## config.mk

```make
export PLATFORM = sky130hd
export DESIGN_NAME = dzm_vtx_mem
export DESIGN_NICKNAME = d
export VERILOG_FILES = /design/src/design/dzm_pkg.sv /design/src/design/dzm_vtx_mem.sv
export SDC_FILE = /design/constraint.sdc
export NUM_CORES = 1
export LEC_CHECK = 0
export ABC_AREA = 1
export ABC_CLOCK_PERIOD_IN_PS = 3000
export BUFFER_PORTS_ARGS = -buffer_cell sky130_fd_sc_hd__buf_4
export CORE_MARGIN = 4
export CORE_UTILIZATION = 31
export DETAILED_ROUTE_END_ITERATION = 6
export SYNTH_ARGS = -nofsm -noshare
export SYNTH_HDL_FRONTEND = slang
export SYNTH_SLANG_ARGS = --single-unit
```

## constraint.sdc

```tcl
create_clock -name clk_i -period 3 [get_ports clk_i]
set_clock_uncertainty 0.1 [all_clocks]
set_input_delay 0.15 -clock clk_i [delete_from_list [all_inputs] [get_ports clk_i]]
set_output_delay 0.15 -clock clk_i [all_outputs]
set_load 0.01 [all_outputs]
```

## src/design/dzm_pkg.sv

```systemverilog
`default_nettype none

package dzm_pkg;

  // Sizing
  localparam int MAX_VERTICES = 16;
  localparam int FRAC_BITS    = 16;
  localparam int MIN_VERTICES = 3;

  localparam int IN_W     = 19;                       // signed Q2.16 input fields
  localparam int COORD_W  = 17;                       // unsigned Q1.16 coordinates
  localparam int CTR_W    = IN_W + 2;                 // 2*pos + size
  localparam int DIFF_W   = COORD_W + 1;              // signed coordinate difference
  localparam int PROD_W   = 2 * DIFF_W;
  localparam int SUM_W    = PROD_W + 1;
  localparam int BAND_W   = COORD_W + 3;              // 5 * coordinate
  localparam int IDX_W    = 4;                        // vertex_index field
  localparam int VCNT_W   = 5;                        // vertex_count register
  localparam int AW       = $clog2(MAX_VERTICES);
  localparam int CNT_W    = $clog2(MAX_VERTICES + 1);
  localparam int CFG_IDX_W  = 2;
  localparam int CFG_DATA_W = 8;

  localparam longint unsigned ONE_FX = 64'd1 << FRAC_BITS;
  localparam longint unsigned EPS_FX =
    ((64'd1 << (2 * FRAC_BITS)) + 64'd50000000) / 64'd100000000;

  localparam logic [COORD_W-1:0] ONE_C      = COORD_W'(ONE_FX);
  localparam logic [COORD_W-1:0] QUARTER_C  = COORD_W'(ONE_FX / 4);
  localparam logic [COORD_W-1:0] THREE_Q_C  = COORD_W'((3 * ONE_FX) / 4);
  localparam logic [BAND_W-1:0]  BAND_LO_C  = BAND_W'(2 * ONE_FX);
  localparam logic [BAND_W-1:0]  BAND_HI_C  = BAND_W'(3 * ONE_FX);

  // Codes
  typedef enum logic [2:0] {
    ZM_FULL   = 3'd0,
    ZM_CENTER = 3'd1,
    ZM_LEFT   = 3'd2,
    ZM_RIGHT  = 3'd3,
    ZM_TOP    = 3'd4,
    ZM_BOTTOM = 3'd5,
    ZM_CUSTOM = 3'd6
  } zone_mode_e;

  typedef enum logic {
    CMD_LOAD = 1'b0,
    CMD_TEST = 1'b1
  } cmd_e;

  typedef enum logic [CFG_IDX_W-1:0] {
    REG_ZONE_MODE    = 2'd0,
    REG_VERTEX_COUNT = 2'd1
  } reg_idx_e;

  typedef logic [COORD_W-1:0] coord_t;

  typedef struct packed {
    coord_t x;
    coord_t y;
  } vertex_t;

  // One edge a->b handed to the edge unit
  typedef struct packed {
    logic    valid;
    logic    last;
    vertex_t a;
    vertex_t b;
  } edge_req_t;

  typedef struct packed {
    logic valid;
    logic last;
    logic on_edge;
    logic toggle;
  } edge_res_t;

  // Clamp a signed value to [0, ONE]
  function automatic coord_t clamp_unit(input logic signed [CTR_W-1:0] v);
    coord_t r;
    if (v < 0) begin
      r = '0;
    end else if (v > $signed({1'b0, CTR_W'(ONE_FX)})) begin
      r = ONE_C;
    end else begin
      r = v[COORD_W-1:0];
    end
    return r;
  endfunction

endpackage

`default_nettype wire

```

## src/design/dzm_vtx_mem.sv

```systemverilog
`default_nettype none

module dzm_vtx_mem import dzm_pkg::*; (
  input  wire logic          clk_i,
  input  wire logic          we_i,
  input  wire logic [AW-1:0] waddr_i,
  input  wire vertex_t       wdata_i,
  input  wire logic [AW-1:0] raddr_i,
  output vertex_t            rdata_o
);

  vertex_t mem_q [MAX_VERTICES];
  vertex_t rdata_q;

  always_ff @(posedge clk_i) begin
    if (we_i) begin
      mem_q[waddr_i] <= wdata_i;
    end
    rdata_q <= mem_q[raddr_i];
  end

  assign rdata_o = rdata_q;

endmodule

`default_nettype wire

```

==> results.ini <==
[setup_path]
arrival_ns = 2.05
critPathSlowestCell = dlygate4sd3_1
crit_type = input port to flop
crit_path_frequent_cell = nand3_1
cp-end-kind = flop
cp_cell_sequence = dlygate4sd3_1 -> buf_4 -> buf_12 -> nand3_1 -> nand3_1 -> nand3_1 -> nand2_1
slowest_delay_ns = 0.54
worstPathMaxFanout = 136
cp-start-kind = input port
required_ns = 3.45

[placed_design]
globalplace.congestion = 0.7588
placed_area_mm2 = 0.02587
dp_hpwl_mm = 32.83
port_buffers = 77

[logic_synthesis]
synth_warnings = 0
synth_edf_count = 544
synth.top_cell.area_share_pct = 68.23
ys_ff_latch = 578
yosysTopAreaCell = edfxtp_1
synthArstFlopShare_pct = 0
syn_area_per_cell_um2 = 10.64
yosysUniqueCellTypes = 14
dominantRegCellSynth = edfxtp_1
syn_nets = 2294
synth_commonest_cells = nand2_1 (719), edfxtp_1 (544), inv_1 (410)
synth-seq-area-share_pct = 71.08
synthesis.area_mm2 = 0.02394
yosys-top-cells-area = edfxtp_1 (68%), nand2_1 (11%), nand3_1 (8.6%)
yosysMostFrequentCell = nand2_1
synthCells = 2250

[pwr]
swShare_pct = 21.82
comb_power_share_pct = 6.4
p_leak_uw = 0.01178
cellInternalPower_uw = 13930
p_switching_uw = 3888
powerDensity_mw_per_mm2 = 631.4
total_power_uw = 17820
ir_drop_uv = 419.1
pwr-share-seq_pct = 51.0
clkPwrFrac_pct = 42.5

[global_routing]
grt_max_degree = 147
grt_antenna_before_repair = 2
track_usage_pct = 14.18
grt_pass1_vias = 14815
overflow = 0
grt_pass1_wl_mm = 89.91

[worst_hold_path]
min_path_type = input port to flop

[clock_tree]
cts_tree = built
cts_resized = 0
root_buffer = clkbuf_16
insertion_delay_ns = 0.61
cts_buffers = 57
clockBufferDepth = 3
h-tree-depth = 2
post-cts-setup-buffers = 0
numClockSinks = 578
clkSlewWorstSetupHoldPaths_ns = 0.06

[floorplan]
fp.dieH_um = 285.9
die-area_mm2 = 0.08174
core_area_mm2 = 0.07620
boundaryPins = 78
start_util_pct = 31.42
rows = 101
die_x_um = 285.9

[route]
final_antenna_net_count = 0
wl_per_cell_um = 17.19
first_pass_iters = 5
vias = 15227
dr.first_iter.drc_count = 1183
drc_errors = 0
vias_per_cell = 4.446
drt-total-wl_mm = 58.88

[finish]
post-route-util_pct = 37.04
nets = 2390
final_cell_area_mm2 = 0.02822
drive_gt1_share_pct = 9.273
area_growth_pct = 17.89

[sta]
drv_slew = 0
slew_headroom_pct = 42.58
rsz0062_at_grt = false
setup_tns_ns = 0
period_share_pct = 53.28
fin_crit_ns = 1.598
tightest_slew_ns = 0.8613
fmax_mhz = 625.7
setup_viol = 0
finalHoldViolCount = 0

[run]
drv_cap = 0

[status]
status = completed

==> cells in the final DEF, fill, tap and decap left out, drive strengths merged <==
cell type / instances
dlygate4sd3: 35
nor2: 17
diode: 1
clkinv: 17
dfxtp: 34
bufinv: 11
inv: 416
nand3: 409
edfxtp: 544
nand2: 719
clkbuf: 75
buf: 112
clkinvlp: 3
nand3b: 2
==> power by group through the flow <==
| stage | Combinational [uW] | Clock (uW) | Sequential (uW) |
|---|---|---|---|
| 4_1_cts | 1170 | 7740 | 9100 |
| 2_1_floorplan | 582 | 0 | 9270 |
| 3_5_place_dp | 1120 | 0 | 9270 |
| 5_1_grt | 1280 | 8060 | 9110 |
| 6_report | 1150 | 7580 | 9090 |
| 3_3_place_gp | 1120 | 0 | 9270 |
==> metrics by stage <==
step	setup WS [ns]	std cells	hold WS [ns]
after detailed placement	0.9974	3282	0.3715
after global routing	1.334	3424	0.02783
after CTS	1.422	3424	0.00001427
final	1.402	3425	0.01054
after global placement	1.038	3282	0.3689
after floorplan	0.6707	2250	0.1489
==> routing by layer <==
layer	GRT usage (%)	vias to the layer above	wire, um
met5	0	-	13
met4	3.514	2	1101
met3	2.733	75	3820
met2	22.78	440	27220
met1	19.88	7258	26730
li1	-	7452	-
==> path summary, 6_finish.rpt <==
kind | slack, ns | depth (start not counted) | to | startpoint
min reg2reg | 0.54 | 6 | rdata_o[26] | mem_q[10][26]
max reg2reg | 1.80 | 6 | rdata_o[6] | mem_q[11][6]
max | 1.40 | 7 | rdata_o[10] | raddr_i[1]
min | 0.01 | 4 | rdata_o[4] | raddr_i[2]
==> what timing repair did <==
item / CTS / global route
endpoints found under the hold margin: 545 / 0
hold buffers: 35 / 0
setup endpoints to repair: 0 / 0
==> sequential cells by signal (all words and copies together) (netlist names) <==
register,cells
mem_q,544
rdata_o,34
==> kinds of logic (layout without fill, tap and decap cells) <==
group,Yosys count,in the layout,share of synthesized area (%)
buffers and inverters,525,669,8.770
DFF,578,578,71.08
other,0,1,0
and+or+nand+nor,1147,1147,20.15
==> final cells by class <==
type                    count  area [um2]
flip-flops and latches    578       17020
repair buffers            148        1405
multi-input cells        1147        4945
fillers                  7363       47980
clock buffers              74        1521
diodes                      1       2.502
clock inverters            33       480.5
well taps                1030        1289
inverters                 414        1564
==> critical path: cells and delay by family <==
family,cells,cell delay (ns)
and+or+nand+nor,4,0.56
buffers and inverters,3,1.19
Power figures use the tool's default switching activity.
